**src/rtl/core/armc_pkg.sv**
```systemverilog
`timescale 1ns / 1ps
// ----------------------------------------------------------------------------
// armc_pkg
// Shared types and constants for the sample rate converter.
// ----------------------------------------------------------------------------
package armc_pkg;

    localparam int SAMPLE_W = 8;
    localparam int PCM_W    = 16;
    localparam int RATE_W   = 16;
    localparam int FRAME_W  = 11;
    localparam int PHASE_W  = 17;
    localparam int CFG_IDX_W = 2;

    localparam logic [RATE_W-1:0]  RATE_RESET  = 16'd32000;
    localparam logic [RATE_W-1:0]  STEP_RESET  = 16'd31440;
    localparam logic [FRAME_W-1:0] FRAME_RESET = 11'd533;
    localparam logic [PHASE_W-1:0] PHASE_MAX   = '1;

    typedef enum logic [CFG_IDX_W-1:0] {
        REG_OUTPUT_RATE       = 2'd0,
        REG_SOURCE_STEP       = 2'd1,
        REG_SAMPLES_PER_FRAME = 2'd2,
        REG_MIX_ENABLE        = 2'd3
    } reg_index_t;

    typedef struct packed {
        logic [RATE_W-1:0]  output_rate;
        logic [RATE_W-1:0]  source_step;
        logic [FRAME_W-1:0] samples_per_frame;
        logic               mix_enable;
    } cfg_t;

    // classified request from the front end
    typedef struct packed {
        logic signed [PCM_W-1:0] pcm_sample;
        logic                    frame_start;
    } cmd_t;

    typedef struct packed {
        logic signed [PCM_W-1:0] pcm_sample;
        logic                    last_in_run;
    } res_t;

    typedef enum logic [1:0] {
        B_IDLE,
        B_EMIT,
        B_ADD
    } back_state_t;

endpackage

```
**src/rtl/core/armc_fifo.sv**
```systemverilog
`timescale 1ns / 1ps
// ----------------------------------------------------------------------------
// armc_fifo
// Small synchronous queue with full and empty flags.
// ----------------------------------------------------------------------------
module armc_fifo #(
    parameter int WIDTH = 8,
    parameter int DEPTH = 4
) (
    input  logic             clk,
    input  logic             rst_n,
    input  logic             push,
    input  logic [WIDTH-1:0] push_data,
    output logic             full,
    input  logic             pop,
    output logic [WIDTH-1:0] pop_data,
    output logic             empty
);

    localparam int AW = (DEPTH > 1) ? $clog2(DEPTH) : 1;

    logic [WIDTH-1:0] mem [DEPTH];
    logic [AW:0]      wr_ptr_reg;
    logic [AW:0]      wr_ptr_next;
    logic [AW:0]      rd_ptr_reg;
    logic [AW:0]      rd_ptr_next;
    logic [AW:0]      fill;
    logic             do_push;
    logic             do_pop;

    assign fill    = wr_ptr_reg - rd_ptr_reg;
    assign full    = (fill == (AW+1)'(DEPTH));
    assign empty   = (fill == '0);
    assign do_push = push && !full;
    assign do_pop  = pop && !empty;

    always_comb
    begin
        wr_ptr_next = wr_ptr_reg;
        rd_ptr_next = rd_ptr_reg;
        if (do_push)
        begin
            wr_ptr_next = (wr_ptr_reg[AW-1:0] == AW'(DEPTH - 1)) ?
                          {~wr_ptr_reg[AW], {AW{1'b0}}} : wr_ptr_reg + 1'b1;
        end
        if (do_pop)
        begin
            rd_ptr_next = (rd_ptr_reg[AW-1:0] == AW'(DEPTH - 1)) ?
                          {~rd_ptr_reg[AW], {AW{1'b0}}} : rd_ptr_reg + 1'b1;
        end
    end

    always_ff @(posedge clk or negedge rst_n)
    begin
        if (!rst_n)
        begin
            wr_ptr_reg <= '0;
            rd_ptr_reg <= '0;
        end
        else
        begin
            wr_ptr_reg <= wr_ptr_next;
            rd_ptr_reg <= rd_ptr_next;
        end
    end

    always_ff @(posedge clk)
    begin
        if (do_push)
        begin
            mem[wr_ptr_reg[AW-1:0]] <= push_data;
        end
    end

    assign pop_data = mem[rd_ptr_reg[AW-1:0]];

endmodule

```
**src/rtl/core/armc_front.sv**
```systemverilog
`timescale 1ns / 1ps
// ----------------------------------------------------------------------------
// armc_front
// Accepts source sample pairs, forms the PCM value and queues a request.
// ----------------------------------------------------------------------------
module armc_front (
    input  logic                                 push,
    output logic                                 full,
    input  logic [armc_pkg::SAMPLE_W-1:0]        first_sample,
    input  logic [armc_pkg::SAMPLE_W-1:0]        second_sample,
    input  logic                                 frame_start,
    input  logic                                 mix_enable,
    input  logic                                 cmd_full,
    output logic                                 cmd_push,
    output armc_pkg::cmd_t                       cmd
);

    import armc_pkg::*;

    logic [SAMPLE_W:0]   sum;
    logic [SAMPLE_W-1:0] level;

    // averaged or single sample, still offset by 128
    assign sum   = {1'b0, first_sample} + {1'b0, second_sample};
    assign level = mix_enable ? sum[SAMPLE_W:1] : first_sample;

    // drop the offset by flipping the top bit, then scale by 256
    assign cmd.pcm_sample  = {~level[SAMPLE_W-1], level[SAMPLE_W-2:0], 8'h00};
    assign cmd.frame_start = frame_start;

    assign full     = cmd_full;
    assign cmd_push = push && !cmd_full;

endmodule

```
**src/rtl/core/armc_back.sv**
```systemverilog
`timescale 1ns / 1ps
// ----------------------------------------------------------------------------
// armc_back
// Phase accumulator: runs the emission loop for one request at a time.
// ----------------------------------------------------------------------------
module armc_back #(
    parameter int MAX_FRAME_SAMPLES = 1024,
    parameter int MAX_EMITS = 8
) (
    input  logic            clk,
    input  logic            rst_n,
    input  armc_pkg::cfg_t  cfg,
    input  logic            cmd_empty,
    output logic            cmd_pop,
    input  armc_pkg::cmd_t  cmd,
    input  logic            res_full,
    output logic            res_push,
    output armc_pkg::res_t  res
);

    import armc_pkg::*;

    localparam int CW = $clog2(MAX_FRAME_SAMPLES + 1);
    localparam int NW = $clog2(MAX_EMITS + 1);

    back_state_t state_reg;
    back_state_t state_next;

    logic [PHASE_W-1:0]  phase_reg;
    logic [CW-1:0]       count_reg;
    logic [NW-1:0]       n_reg;
    logic signed [PCM_W-1:0] pcm_reg;

    logic [CW-1:0]       limit;
    logic                cond;
    logic                last;
    logic [CW:0]         count_inc;
    logic [PHASE_W:0]    step_x2;
    logic [PHASE_W:0]    phase_sum;
    logic [PHASE_W-1:0]  phase_sat;

    always_comb
    begin
        if (32'(cfg.samples_per_frame) > 32'(MAX_FRAME_SAMPLES))
        begin
            limit = CW'(MAX_FRAME_SAMPLES);
        end
        else
        begin
            limit = CW'(cfg.samples_per_frame);
        end
    end

    assign cond = (n_reg < NW'(MAX_EMITS)) && (count_reg < limit) &&
                  (phase_reg >= PHASE_W'(cfg.source_step));

    // this emission ends the run if the next test would fail
    assign count_inc = {1'b0, count_reg} + 1'b1;
    assign step_x2   = {1'b0, cfg.source_step, 1'b0};
    assign last      = (n_reg == NW'(MAX_EMITS - 1)) ||
                       (count_inc >= {1'b0, limit}) ||
                       ({1'b0, phase_reg} < step_x2);

    assign phase_sum = {1'b0, phase_reg} + (PHASE_W+1)'(cfg.output_rate);
    assign phase_sat = phase_sum[PHASE_W] ? PHASE_MAX : phase_sum[PHASE_W-1:0];

    // next state
    always_comb
    begin
        state_next = state_reg;
        unique case (state_reg)
            B_IDLE:
            begin
                if (!cmd_empty)
                begin
                    state_next = B_EMIT;
                end
            end
            B_EMIT:
            begin
                if (!cond || (!res_full && last))
                begin
                    state_next = B_ADD;
                end
            end
            B_ADD:
            begin
                state_next = B_IDLE;
            end
            default:
            begin
                state_next = B_IDLE;
            end
        endcase
    end

    // outputs
    always_comb
    begin
        cmd_pop  = 1'b0;
        res_push = 1'b0;
        unique case (state_reg)
            B_IDLE:  cmd_pop  = !cmd_empty;
            B_EMIT:  res_push = cond && !res_full;
            B_ADD:   ;
            default: ;
        endcase
    end

    assign res.pcm_sample  = pcm_reg;
    assign res.last_in_run = last;

    always_ff @(posedge clk or negedge rst_n)
    begin
        if (!rst_n)
        begin
            state_reg <= B_IDLE;
            phase_reg <= '0;
            count_reg <= '0;
            n_reg     <= '0;
        end
        else
        begin
            state_reg <= state_next;
            if (cmd_pop)
            begin
                n_reg <= '0;
                if (cmd.frame_start)
                begin
                    phase_reg <= PHASE_W'(cfg.output_rate);
                    count_reg <= '0;
                end
            end
            else if (res_push)
            begin
                phase_reg <= phase_reg - PHASE_W'(cfg.source_step);
                count_reg <= count_inc[CW-1:0];
                n_reg     <= n_reg + 1'b1;
            end
            else if (state_reg == B_ADD)
            begin
                phase_reg <= phase_sat;
            end
        end
    end

    always_ff @(posedge clk)
    begin
        if (cmd_pop)
        begin
            pcm_reg <= cmd.pcm_sample;
        end
    end

    a_emit_cap: assert property (@(posedge clk) disable iff (!rst_n)
        n_reg <= NW'(MAX_EMITS))
        else $error("emission count above cap");

    a_frame_cap: assert property (@(posedge clk) disable iff (!rst_n)
        res_push |-> (count_reg < limit))
        else $error("emission past frame limit");

    a_last_ends: assert property (@(posedge clk) disable iff (!rst_n)
        (res_push && last) |=> (state_reg == B_ADD))
        else $error("run did not end after last result");

    a_pop_idle: assert property (@(posedge clk) disable iff (!rst_n)
        cmd_pop |=> (state_reg == B_EMIT && n_reg == '0))
        else $error("request not started cleanly");

endmodule

```
**src/rtl/core/audio_resample_mix_converter.sv**
```systemverilog
`timescale 1ns / 1ps
// ----------------------------------------------------------------------------
// audio_resample_mix_converter
// Nearest-neighbor sample rate converter with optional two-source mix.
//
//  channel  | ports                                        | handshake
//  ---------+----------------------------------------------+-------------
//  input    | first_sample, second_sample, frame_start     | push / full
//  result   | pcm_sample, last_in_run                      | pop / empty
//  config   | cfg_index, cfg_data                          | cfg_write
//
// The front end queues one request per accepted item at once; the back end
// takes each request in turn: it pops it, emits its results through the phase
// accumulator one per cycle while the result queue has room, then does the
// rate add. A request with no result still passes through the emission state.
// Reset clears the queues, the phase and the frame count; config registers
// return to their defaults. A full result queue stalls the back end only;
// the request queue keeps taking items until it fills.
// ----------------------------------------------------------------------------
module audio_resample_mix_converter #(
    parameter int MAX_FRAME_SAMPLES = 1024,
    parameter int MAX_EMITS = 8
) (
    input  logic                                   clk,
    input  logic                                   rst_n,
    input  logic                                   push,
    output logic                                   full,
    input  logic [armc_pkg::SAMPLE_W-1:0]          first_sample,
    input  logic [armc_pkg::SAMPLE_W-1:0]          second_sample,
    input  logic                                   frame_start,
    output logic                                   empty,
    input  logic                                   pop,
    output logic signed [armc_pkg::PCM_W-1:0]      pcm_sample,
    output logic                                   last_in_run,
    input  logic                                   cfg_write,
    input  logic [armc_pkg::CFG_IDX_W-1:0]         cfg_index,
    input  logic [armc_pkg::RATE_W-1:0]            cfg_data
);

    import armc_pkg::*;

    localparam int CMD_DEPTH = 4;
    localparam int RES_DEPTH = 4;

    cfg_t cfg_reg;
    cfg_t cfg_next;

    logic cmd_full;
    logic cmd_push;
    cmd_t cmd_in;
    logic cmd_empty;
    logic cmd_pop;
    cmd_t cmd_out;
    logic res_full;
    logic res_push;
    res_t res_in;
    res_t res_out;

    always_comb
    begin
        cfg_next = cfg_reg;
        if (cfg_write)
        begin
            unique case (reg_index_t'(cfg_index))
                REG_OUTPUT_RATE:       cfg_next.output_rate = cfg_data;
                REG_SOURCE_STEP:       cfg_next.source_step = cfg_data;
                REG_SAMPLES_PER_FRAME: cfg_next.samples_per_frame = cfg_data[FRAME_W-1:0];
                REG_MIX_ENABLE:        cfg_next.mix_enable = cfg_data[0];
                default:               cfg_next = cfg_reg;
            endcase
        end
    end

    always_ff @(posedge clk or negedge rst_n)
    begin
        if (!rst_n)
        begin
            cfg_reg.output_rate       <= RATE_RESET;
            cfg_reg.source_step       <= STEP_RESET;
            cfg_reg.samples_per_frame <= FRAME_RESET;
            cfg_reg.mix_enable        <= 1'b0;
        end
        else
        begin
            cfg_reg <= cfg_next;
        end
    end

    armc_front u_front (
        .push          (push),
        .full          (full),
        .first_sample  (first_sample),
        .second_sample (second_sample),
        .frame_start   (frame_start),
        .mix_enable    (cfg_reg.mix_enable),
        .cmd_full      (cmd_full),
        .cmd_push      (cmd_push),
        .cmd           (cmd_in)
    );

    armc_fifo #(
        .WIDTH ($bits(cmd_t)),
        .DEPTH (CMD_DEPTH)
    ) u_cmd_fifo (
        .clk       (clk),
        .rst_n     (rst_n),
        .push      (cmd_push),
        .push_data (cmd_in),
        .full      (cmd_full),
        .pop       (cmd_pop),
        .pop_data  (cmd_out),
        .empty     (cmd_empty)
    );

    armc_back #(
        .MAX_FRAME_SAMPLES (MAX_FRAME_SAMPLES),
        .MAX_EMITS         (MAX_EMITS)
    ) u_back (
        .clk       (clk),
        .rst_n     (rst_n),
        .cfg       (cfg_reg),
        .cmd_empty (cmd_empty),
        .cmd_pop   (cmd_pop),
        .cmd       (cmd_out),
        .res_full  (res_full),
        .res_push  (res_push),
        .res       (res_in)
    );

    armc_fifo #(
        .WIDTH ($bits(res_t)),
        .DEPTH (RES_DEPTH)
    ) u_res_fifo (
        .clk       (clk),
        .rst_n     (rst_n),
        .push      (res_push),
        .push_data (res_in),
        .full      (res_full),
        .pop       (pop),
        .pop_data  (res_out),
        .empty     (empty)
    );

    assign pcm_sample  = res_out.pcm_sample;
    assign last_in_run = res_out.last_in_run;

endmodule

```
**config.mk**
```make
export PLATFORM = sky130hd
export DESIGN_NAME = audio_resample_mix_converter
export DESIGN_NICKNAME = d
export VERILOG_FILES = /design/src/rtl/core/armc_pkg.sv /design/src/rtl/core/armc_fifo.sv /design/src/rtl/core/armc_front.sv /design/src/rtl/core/armc_back.sv /design/src/rtl/core/audio_resample_mix_converter.sv
export SDC_FILE = /design/constraint.sdc
export NUM_CORES = 1
export LEC_CHECK = 0
export BUFFER_PORTS_ARGS = -buffer_cell sky130_fd_sc_hd__buf_4
export CAP_MARGIN = 15
export CORE_ASPECT_RATIO = 0.8
export CORE_MARGIN = 2
export CORE_UTILIZATION = 35
export DETAILED_ROUTE_END_ITERATION = 10
export MAX_ROUTING_LAYER = met4
export PLACE_DENSITY_LB_ADDON = 0.15
export SLEW_MARGIN = 15
export SYNTH_ARGS = -nofsm -noshare
export SYNTH_HDL_FRONTEND = slang
export SYNTH_SLANG_ARGS = --single-unit
```
**constraint.sdc**
```tcl
create_clock -name clk -period 8.48 [get_ports clk]
set_clock_uncertainty 0.2 [all_clocks]
set_input_delay 0 -clock clk [delete_from_list [all_inputs] [get_ports clk]]
set_output_delay 0 -clock clk [all_outputs]
set_load 0.02 [all_outputs]
```
==> results of run 1 <==
## worst max-delay path, delay by kind of cell, from the launching register on
family          cells  cell delay, ns
fa+ha+maj           1            0.24
xor+xnor            1            0.15
buf+inv             1            0.69
compound gates      4            1.55
simple gates        2            1.00
flops               1            0.77
## kinds of logic after synthesis
| family | count (synthesis) | share of synthesized area, % |
|---|---|---|
| AO/OA/AOI/OAI | 196 | 13.6 |
| XOR/XNOR | 50 | 4.40 |
| adder cells (fa/ha/maj) | 95 | 12.2 |
| buffers and inverters | 80 | 3.60 |
| flip-flops | 170 | 46.9 |
| multiplexers | 66 | 9.50 |
| other | 1 | 0.0376 |
| AND/OR/NAND/NOR | 199 | 9.75 |
## worst min path at each step
stage	slack, ns	from	cells after the start	end
final	0.03	rst_n	2	cfg_reg[38]
after global routing	0.03	rst_n	2	cfg_reg[39]
after CTS	0.02	rst_n	2	cfg_reg[39]
after detailed placement	-0.21	rst_n	1	u_res_fifo.rd_ptr_reg[2]
after global placement	-0.22	rst_n	1	u_res_fifo.rd_ptr_reg[2]
after floorplan	-0.50	rst_n	0	cfg_reg[0]
## power by group
part	internal, W	total [W]	switching, W
Sequential	0.00118	0.00143	0.000243
Clock	0.000461	0.000788	0.000327
Combinational	0.000961	0.00228	0.00131
Total	0.00260	0.00449	0.00188
## per-layer routing
metal	up-vias	wire length [um]
met5	-	0
met4	0	218
met3	10	1210
met2	129	9580
met1	3305	13000
li1	3333	-
## repair_timing
item | CTS | global route
hold endpoints to repair | 115 | 0
gates resized for setup | 0 | 0
hold buffers | 35 | 0
## cells in the mapped netlist (3+ instances only)
| cell type | count | share of area [%] |
|---|---|---|
| o31ai_1 | 4 | 0.30 |
| a211o_1 | 6 | 0.53 |
| nor3_1 | 11 | 0.55 |
| a21boi_0 | 3 | 0.23 |
| nand3b_1 | 4 | 0.30 |
| o311ai_0 | 4 | 0.35 |
| and2_1 | 8 | 0.50 |
| mux2_2 | 48 | 5.4 |
| xnor2_1 | 29 | 2.5 |
| o21a_1 | 6 | 0.45 |
| xor2_1 | 21 | 1.8 |
| nor2b_1 | 15 | 0.94 |
| nand2_1 | 57 | 2.1 |
| and3_1 | 13 | 0.82 |
| mux4_2 | 18 | 4.1 |
| fa_1 | 3 | 0.60 |
| nor2_1 | 43 | 1.6 |
| dfstp_2 | 18 | 4.7 |
| buf_4 | 9 | 0.68 |
| dfrtp_1 | 72 | 18 |
| or2_2 | 3 | 0.19 |
| a21o_1 | 26 | 2.0 |
| edfxtp_1 | 80 | 24 |
| buf_6 | 3 | 0.34 |
| nand4_1 | 6 | 0.38 |
| o221ai_1 | 8 | 0.70 |
| o21ai_2 | 4 | 0.35 |
| a31oi_1 | 7 | 0.44 |
| a211oi_1 | 4 | 0.30 |
| clkbuf_1 | 14 | 0.53 |
| o21ai_0 | 45 | 2.3 |
| o21ai_1 | 3 | 0.15 |
| nand2b_1 | 9 | 0.57 |
| ha_1 | 92 | 12 |
| a211oi_2 | 7 | 0.88 |
| inv_1 | 49 | 1.8 |
| a21oi_1 | 34 | 1.7 |
| o22ai_1 | 11 | 0.69 |
| nand3_1 | 25 | 1.3 |
| o2111ai_1 | 3 | 0.26 |
| o211ai_1 | 3 | 0.23 |
## stage by stage
step                      total power [W]  instances  area (um^2)
after global placement            0.00368       1259        10700
after global routing              0.00485       1326        11600
final                             0.00449       1326        11600
after floorplan                   0.00308        864         9990
after detailed placement          0.00370       1259        10700
after CTS                         0.00452       1326        11600
## final cells by class
class | count | area [um^2]
inverters | 50 | 188
well taps | 370 | 463
clock buffers | 20 | 437
multi-input cells | 614 | 4960
repair buffers | 90 | 773
clock inverters | 12 | 148
flip-flops and latches | 170 | 4680
fillers | 2677 | 16500
==> flow_metrics.py, run 1 <==
metrics = {
    "synth": {
        "ys_ff_latch": 170,
        "syn_inst": 857,
        "yosysWarningCount": 0,
        "ys.flop_type": "edfxtp_1",
        "ys_seq_area_share_pct": 46.9,
        "synth.distinct_cells": 64,
        "postSynthAreaPerCell_um2": 11.6,
        "syn_area_mm2": 0.00996,
        "synth_edf_count": 80,
        "async_reset_ff_share_pct": 52.9,
    },
    "sta": {
        "period_share_pct": 55.5,
        "min_period_ns": 4.70,
        "relSlewSlack_pct": 25.7,
        "grt_setup_unrepaired": "false",
        "fmax_mhz": 213,
        "layout_setup_ws_ns": 3.78,
        "slew_violations": 0,
        "finalHoldViolations": 0,
        "setup-violations-final": 0,
        "worstMarginPinSlew_ns": 1.11,
        "whs_ns": 0.0256,
        "finalSetupTns_ns": 0,
    },
    "clock_tree": {
        "cts_tree": "yes",
        "clk_latency_ns": 0.43,
        "cts_buffers": 17,
        "cts_setup_buffers": 0,
        "clockBufferDepth": 2,
        "root_buffer": "clkbuf_16",
        "cts.clk_slew.worst_paths_ns": 0.07,
        "htreeDepth": 4,
        "cts_sinks": 170,
    },
    "final_layout": {
        "largest_reg_flops": 44,
        "layout_common_cells": "92 x ha_1, 80 x edfxtp_1, 72 x dfrtp_1",
        "mostFrequentLayoutCell": "ha_1",
        "layout-drive-gt1-share_pct": 19.8,
        "final_nets": 1078,
        "diodes": 0,
        "final_util_pct": 41.4,
        "area_growth_pct": 16.9,
    },
    "worst_setup_path": {
        "path_cells": "ha_1, nor2b_1, xnor2_1, a311o_1, inv_1, a21oi_1, and2_1, a21oi_1, a22oi_1",
        "reg2reg_depth": 9,
        "path_class": "reg2reg",
        "ff2ff_setup_slack_ns": 3.78,
        "worst_ep_arrival_time_ns": 4.85,
        "critPathCaptureType": "flop",
        "slowest_stage": "a311o_1",
        "crit_top_cell": "a21oi_1",
        "crit_path_end": "u_back.phase_reg[16]",
        "worst_ep_required_time_ns": 8.62,
        "regToRegEndpoint": "u_back.phase_reg[16]",
        "max_stage_delay_ns": 0.90,
        "startpoint_type": "flop",
        "timing.rr.start": "u_cmd_fifo.rd_ptr_reg[0]",
        "cp_max_fo": 24,
        "cp-startpoint": "u_cmd_fifo.rd_ptr_reg[0]",
    },
    "placement": {
        "dp_hpwl_um": 17800,
        "io_buffer_count": 50,
        "gp_congestion": 0.860,
        "place_ws_ns": 3.72,
    },
    "run": {
        "cap_violations": 0,
    },
    "floorplanning": {
        "core_area_mm2": 0.0281,
        "initial_utilization_pct": 35.4,
        "row_count": 55,
        "ioPinCount": 59,
        "die-width_um": 193,
        "fp.dieArea_mm2": 0.0298,
        "die_y_um": 155,
    },
    "drt": {
        "via_count": 6777,
        "totalWireLength_um": 24000,
        "post_drt_via_cell_ratio": 5.11,
        "drtAntennaViolNets": 0,
        "drt_first_iter_violations": 474,
        "dr.pass1.iters": 4,
        "post-route-drc-count": 0,
        "wl_per_cell_um": 18.1,
    },
    "global_routing": {
        "antenna_found_initial": 3,
        "use_met2_pct": 22.1,
        "grt_pass1_wl_um": 38600,
        "met1_usage_pct": 27.6,
        "grt_max_degree": 57,
        "top_usage_layer": "met1",
        "met3_usage_pct": 4.80,
        "grt_usage_pct": 17.6,
        "grt.overflow.total": 0,
        "grt_pass1_vias": 6660,
    },
    "run_status": {
        "status": "finished clean",
    },
    "pwr": {
        "peakVddDrop_mv": 0.175,
        "power.static_leakage_nw": 4.96,
        "power_per_cell_area_mw_per_mm2": 385,
    },
    "hold_path": {
        "hold_class": "in2async",
    },
}
Note: power is estimated with default switching activity, not from simulation.
==> run 2: changes to the inputs <==
- clock period: 8.48 -> 4.8 ns (I/O delays scaled with it)
==> run 2 against run 1 <==
  * Global-route usage rose by 0.13 points
  * Setup slack got worse by 3.0 ns
  * Via count fell by 1.0%
  * Hold slack improved by 0.0022 ns
  * Sequential power rose by 73%
  * Core utilization rose by 0.21 points
  * Non-clock buffer count rose by 3
==> flow_metrics.py, run 2 (synthesis gave the netlist of run 1 again) <==
metrics = {
    "drt": {
        "totalWireLength_um": 24100,
        "drtAntennaViolNets": 0,
        "post-route-drc-count": 0,
        "drt_first_iter_violations": 371,
        "post_drt_via_cell_ratio": 5.05,
        "wl_per_cell_um": 18.1,
        "via_count": 6707,
        "dr.pass1.iters": 4,
    },
    "global_routing": {
        "grt.overflow.total": 0,
        "grt_pass1_vias": 6713,
        "grt_pass1_wl_um": 39100,
        "grt_max_degree": 56,
        "grt_usage_pct": 17.7,
        "antenna_found_initial": 2,
    },
    "worst_setup_path": {
        "cp-startpoint": "cfg_reg[24]",
        "crit_path_end": "u_back.phase_reg[16]",
        "timing.rr.start": "cfg_reg[24]",
        "max_stage_delay_ns": 0.88,
        "cp_max_fo": 24,
        "critPathCaptureType": "flop",
        "reg2reg_depth": 10,
        "ff2ff_setup_slack_ns": 0.78,
        "slowest_stage": "and2_1",
        "worst_ep_arrival_time_ns": 4.16,
        "regToRegEndpoint": "u_back.phase_reg[16]",
        "startpoint_type": "flop",
        "worst_ep_required_time_ns": 4.94,
        "path_cells": "inv_1, ha_1, a21oi_1, o21ai_0, a2111oi_0, o21ai_0, o21ai_4, and2_1, a21oi_1, a22oi_1",
        "path_class": "reg2reg",
    },
    "clock_tree": {
        "clockBufferDepth": 2,
        "cts_tree": "yes",
        "cts_sinks": 170,
        "cts_buffers": 17,
        "root_buffer": "clkbuf_16",
        "cts_setup_buffers": 0,
        "cts.clk_slew.worst_paths_ns": 0.07,
        "htreeDepth": 4,
        "clk_latency_ns": 0.43,
        "cts_resized": 0,
    },
    "pwr": {
        "power.static_leakage_nw": 5.00,
        "power_per_cell_area_mw_per_mm2": 685,
        "peakVddDrop_mv": 0.324,
    },
    "final_layout": {
        "mostFrequentLayoutCell": "ha_1",
        "multi_input_area_mm2": 0.00496,
        "fin_area_mm2": 0.0117,
        "area_growth_pct": 17.5,
        "final_nets": 1081,
        "layout-drive-gt1-share_pct": 20.3,
        "fillerInstances": 2644,
        "diodes": 0,
        "fin_cells": 1329,
        "regArea_mm2": 0.00468,
        "largest_reg_flops": 44,
        "layout_common_cells": "92 x ha_1, 80 x edfxtp_1, 72 x dfrtp_1",
    },
    "floorplanning": {
        "ioPinCount": 59,
        "die_y_um": 155,
        "row_count": 55,
        "die-width_um": 193,
        "initial_utilization_pct": 35.4,
        "fp.dieArea_mm2": 0.0298,
        "core_area_mm2": 0.0281,
    },
    "sta": {
        "layout_setup_ws_ns": 0.780,
        "worstMarginPinSlew_ns": 1.09,
        "fmax_mhz": 249,
        "relSlewSlack_pct": 27.3,
        "period_share_pct": 83.7,
        "slew_violations": 0,
        "grt_setup_unrepaired": "false",
        "min_period_ns": 4.02,
        "setup-violations-final": 0,
        "finalSetupTns_ns": 0,
        "finalHoldViolations": 0,
    },
    "placement": {
        "place_ws_ns": 0.783,
        "gp_congestion": 0.875,
        "dp_hpwl_um": 17700,
        "place_area_mm2": 0.0107,
        "io_buffer_count": 50,
        "dp_cells": 1263,
    },
    "run_status": {
        "status": "finished clean",
    },
    "hold_path": {
        "hold_class": "in2async",
    },
    "run": {
        "cap_violations": 0,
    },
}
run 2: repair_timing:
action / 4_1_cts / 5_1_grt
endpoints found under the hold margin: 116 / 0
endpoints found under the setup margin: 0 / 0
hold buffers: 34 / 0
run 2: worst min-delay path by stage:
stage                           from                   end  slack (ns)  cells after the start
detailed placement             rst_n   u_back.count_reg[0]       -0.20                      1
global placement               rst_n   u_back.count_reg[0]       -0.19                      1
finish                         rst_n           cfg_reg[23]        0.03                      2
floorplan                      rst_n            cfg_reg[0]       -0.50                      0
global route        second_sample[3]  u_cmd_fifo.mem[2][3]        0.04                      4
CTS                            rst_n           cfg_reg[23]       0.009                      2
run 2: stage by stage:
| stage | power (W) | hold WS [ns] | utilization, % |
|---|---|---|---|
| CTS | 0.00808 | 0.00930 | 41.6 |
| global route | 0.00868 | 0.0411 | 41.6 |
| finish | 0.00801 | 0.0278 | 41.6 |
| floorplan | 0.00545 | -0.496 | - |
| global placement | 0.00655 | -0.195 | 38.1 |
| detailed placement | 0.00656 | -0.197 | 38.1 |
run 2: critical path: cells and delay by family, from the launching register on:
family / cells / cell delay, ns
compound gates: 7 / 1.90
fa+ha+maj: 1 / 0.36
buf+inv: 1 / 0.06
flops: 1 / 0.53
simple gates: 1 / 0.88
run 2: final cells by class:
| cell class | instances | area share (%) |
|---|---|---|
| clock buffer | 18 | 3.67 |
| clock inverter | 14 | 1.66 |
| inverter | 50 | 1.60 |
| multi-input combinational | 614 | 42.4 |
| sequential | 170 | 39.9 |
| tap | 370 | 3.95 |
| timing repair buffer | 93 | 6.77 |
run 2: per-layer routing:
layer | GRT usage, % | up-vias | share of wire [%]
met1 | 27.6 | 3265 | 55
met4 | 3.71 | 0 | 0.68
met5 | - | - | 0
met2 | 23.2 | 98 | 40
li1 | - | 3335 | -
met3 | 3.86 | 9 | 4.0
run 2: power by group:
part	switching (W)	internal (W)
logic	0.00236	0.00172
registers	0.000378	0.00209
clock network	0.000594	0.000873
==> run 3: changes to the inputs <==
- clock period: 4.8 -> 3.93 ns (I/O delays scaled with it)
==> run 3 against run 2 <==
  * Cell count rose by 0.68%
  * Sequential share of layout area fell by 0.12 points
  * Maximum frequency rose by 12%
  * Core utilization rose by 0.13 points
  * Global-route usage barely moved
  * Non-clock buffer count rose by 9
  * Routed wire length rose by 0.74%
  * First-iteration DRC count rose by 38%
  * Via count rose by 1.9%
  * Sequential power rose by 20%
  * Die area did not move
  * Largest power group unchanged
  * Highest routed layer unchanged
==> flow_metrics.py, run 3 (synthesis gave the netlist of run 1 again) <==
metrics = {
    "clock_tree": {
        "root_buffer": "clkbuf_16",
        "cts_sinks": 170,
        "htreeDepth": 4,
        "cts_buffers": 17,
        "clockBufferDepth": 2,
        "cts_setup_buffers": 0,
        "cts.clk_slew.worst_paths_ns": 0.07,
        "clk_latency_ns": 0.44,
        "cts_tree": "yes",
        "cts_resized": 0,
        "hold_buffers": 35,
    },
    "sta": {
        "worstMarginPinSlew_ns": 1.04,
        "finalHoldViolations": 0,
        "relSlewSlack_pct": 30.6,
        "fmax_mhz": 280,
        "slew_violations": 0,
        "finalSetupTns_ns": 0,
        "layout_setup_ws_ns": 0.354,
        "setup-violations-final": 0,
        "period_share_pct": 91.0,
        "min_period_ns": 3.58,
        "whs_ns": 0.0117,
        "grt_setup_unrepaired": "false",
    },
    "floorplanning": {
        "die_y_um": 155,
        "row_count": 55,
        "ioPinCount": 59,
        "core_area_mm2": 0.0281,
        "die-width_um": 193,
        "fp.dieArea_mm2": 0.0298,
        "initial_utilization_pct": 35.4,
    },
    "drt": {
        "dr.pass1.iters": 5,
        "wl_per_cell_um": 18.2,
        "totalWireLength_um": 24300,
        "post_drt_via_cell_ratio": 5.11,
        "via_count": 6837,
        "post-route-drc-count": 0,
        "drt_first_iter_violations": 512,
        "drtAntennaViolNets": 0,
    },
    "final_layout": {
        "diodes": 0,
        "layout-drive-gt1-share_pct": 21.2,
        "largest_reg_flops": 44,
        "final_util_pct": 41.7,
        "layout_common_cells": "92 x ha_1, 80 x edfxtp_1, 72 x dfrtp_1",
        "area_growth_pct": 17.9,
        "fin_cells": 1338,
        "fillerInstances": 2653,
        "mostFrequentLayoutCell": "ha_1",
        "final_nets": 1090,
    },
    "run": {
        "cap_violations": 0,
    },
    "run_status": {
        "status": "finished clean",
    },
    "placement": {
        "dp_cells": 1271,
        "io_buffer_count": 50,
        "dp_hpwl_um": 18100,
        "gp_congestion": 0.846,
        "place_ws_ns": 0.370,
    },
    "worst_setup_path": {
        "worst_ep_required_time_ns": 3.81,
        "max_stage_delay_ns": 0.58,
        "worst_ep_arrival_time_ns": 3.45,
        "critPathCaptureType": "flop",
        "startpoint_type": "flop",
        "cp_max_fo": 10,
        "slowest_stage": "a2111oi_0",
        "path_class": "reg2reg",
        "path_cells": "ha_1, o21ai_1, a21oi_1, o311ai_0, a2111oi_0, buf_4, or2_2, and3_1",
    },
    "global_routing": {
        "grt_usage_pct": 17.7,
        "grt_pass1_vias": 6812,
        "grt_max_degree": 70,
        "grt_pass1_wl_um": 38700,
        "antenna_found_initial": 3,
        "grt.overflow.total": 0,
    },
    "pwr": {
        "power.static_leakage_nw": 5.03,
        "power_per_cell_area_mw_per_mm2": 834,
        "peakVddDrop_mv": 0.325,
    },
    "hold_path": {
        "hold_class": "in2reg",
    },
}
-- run 3: cell count changes in the layout (fill, tap and decap cells not counted) --
cell           before  now
buf_4              59   66
bufinv_16           4    1
inv_6               2    5
clkinv_1            3    1
dlygate4sd3_1      33   35
inv_8               0    2
clkbuf_1            1    0
clkinv_8            0    1
-- run 3: final timing paths --
check | start | end | slack, ns | depth (start not counted)
worst max-delay path | u_back.phase_reg[3] | u_res_fifo.mem[3][14] | 0.35 | 8
worst min-delay path | second_sample[6] | u_cmd_fifo.mem[3][6] | 0.01 | 4
worst max register to register | u_back.phase_reg[3] | u_res_fifo.mem[3][14] | 0.35 | 8
worst min register to register | u_res_fifo.wr_ptr_reg[2] | u_res_fifo.wr_ptr_reg[2] | 0.29 | 1
max in group asynchronous | rst_n | cfg_reg[3] | 2.54 | 3
min in group asynchronous | rst_n | u_res_fifo.rd_ptr_reg[2] | 0.05 | 2
-- run 3: power breakdown --
part / internal, W / total (W) / switching, W
logic: 0.00218 / 0.00515 / 0.00297
registers: 0.00255 / 0.00297 / 0.000416
clock network: 0.000899 / 0.00168 / 0.000781
-- run 3: layout make-up --
type,instances,area [um^2],area share (%)
repair buffers,102,866,7.37
clock buffers,17,425,3.62
well taps,370,463,3.94
flip-flops and latches,170,4680,39.8
multi-input cells,614,4960,42.3
clock inverters,15,161,1.37
inverters,50,188,1.60
-- run 3: per-stage QoR --
step                      total power, W  instance area [um^2]
after global placement           0.00811                 10800
after detailed placement         0.00810                 10800
after CTS                        0.00986                 11700
final                            0.00980                 11700
after floorplan                  0.00666                  9990
after global routing              0.0106                 11700
-- run 3: metal layers --
layer / global-route usage [%] / part of all wire (%)
met1: 27.7 / 55
met2: 23.2 / 40
met3: 3.47 / 4.4
met4: 3.74 / 0.66
met5: - / 0
-- run 3: critical path, delay by kind of cell, from the launching register on --
| family | cells | cell delay, ns |
|---|---|---|
| compound gates | 4 | 1.18 |
| simple gates | 2 | 0.80 |
| flops | 1 | 0.43 |
| buf+inv | 1 | 0.23 |
| fa+ha+maj | 1 | 0.38 |
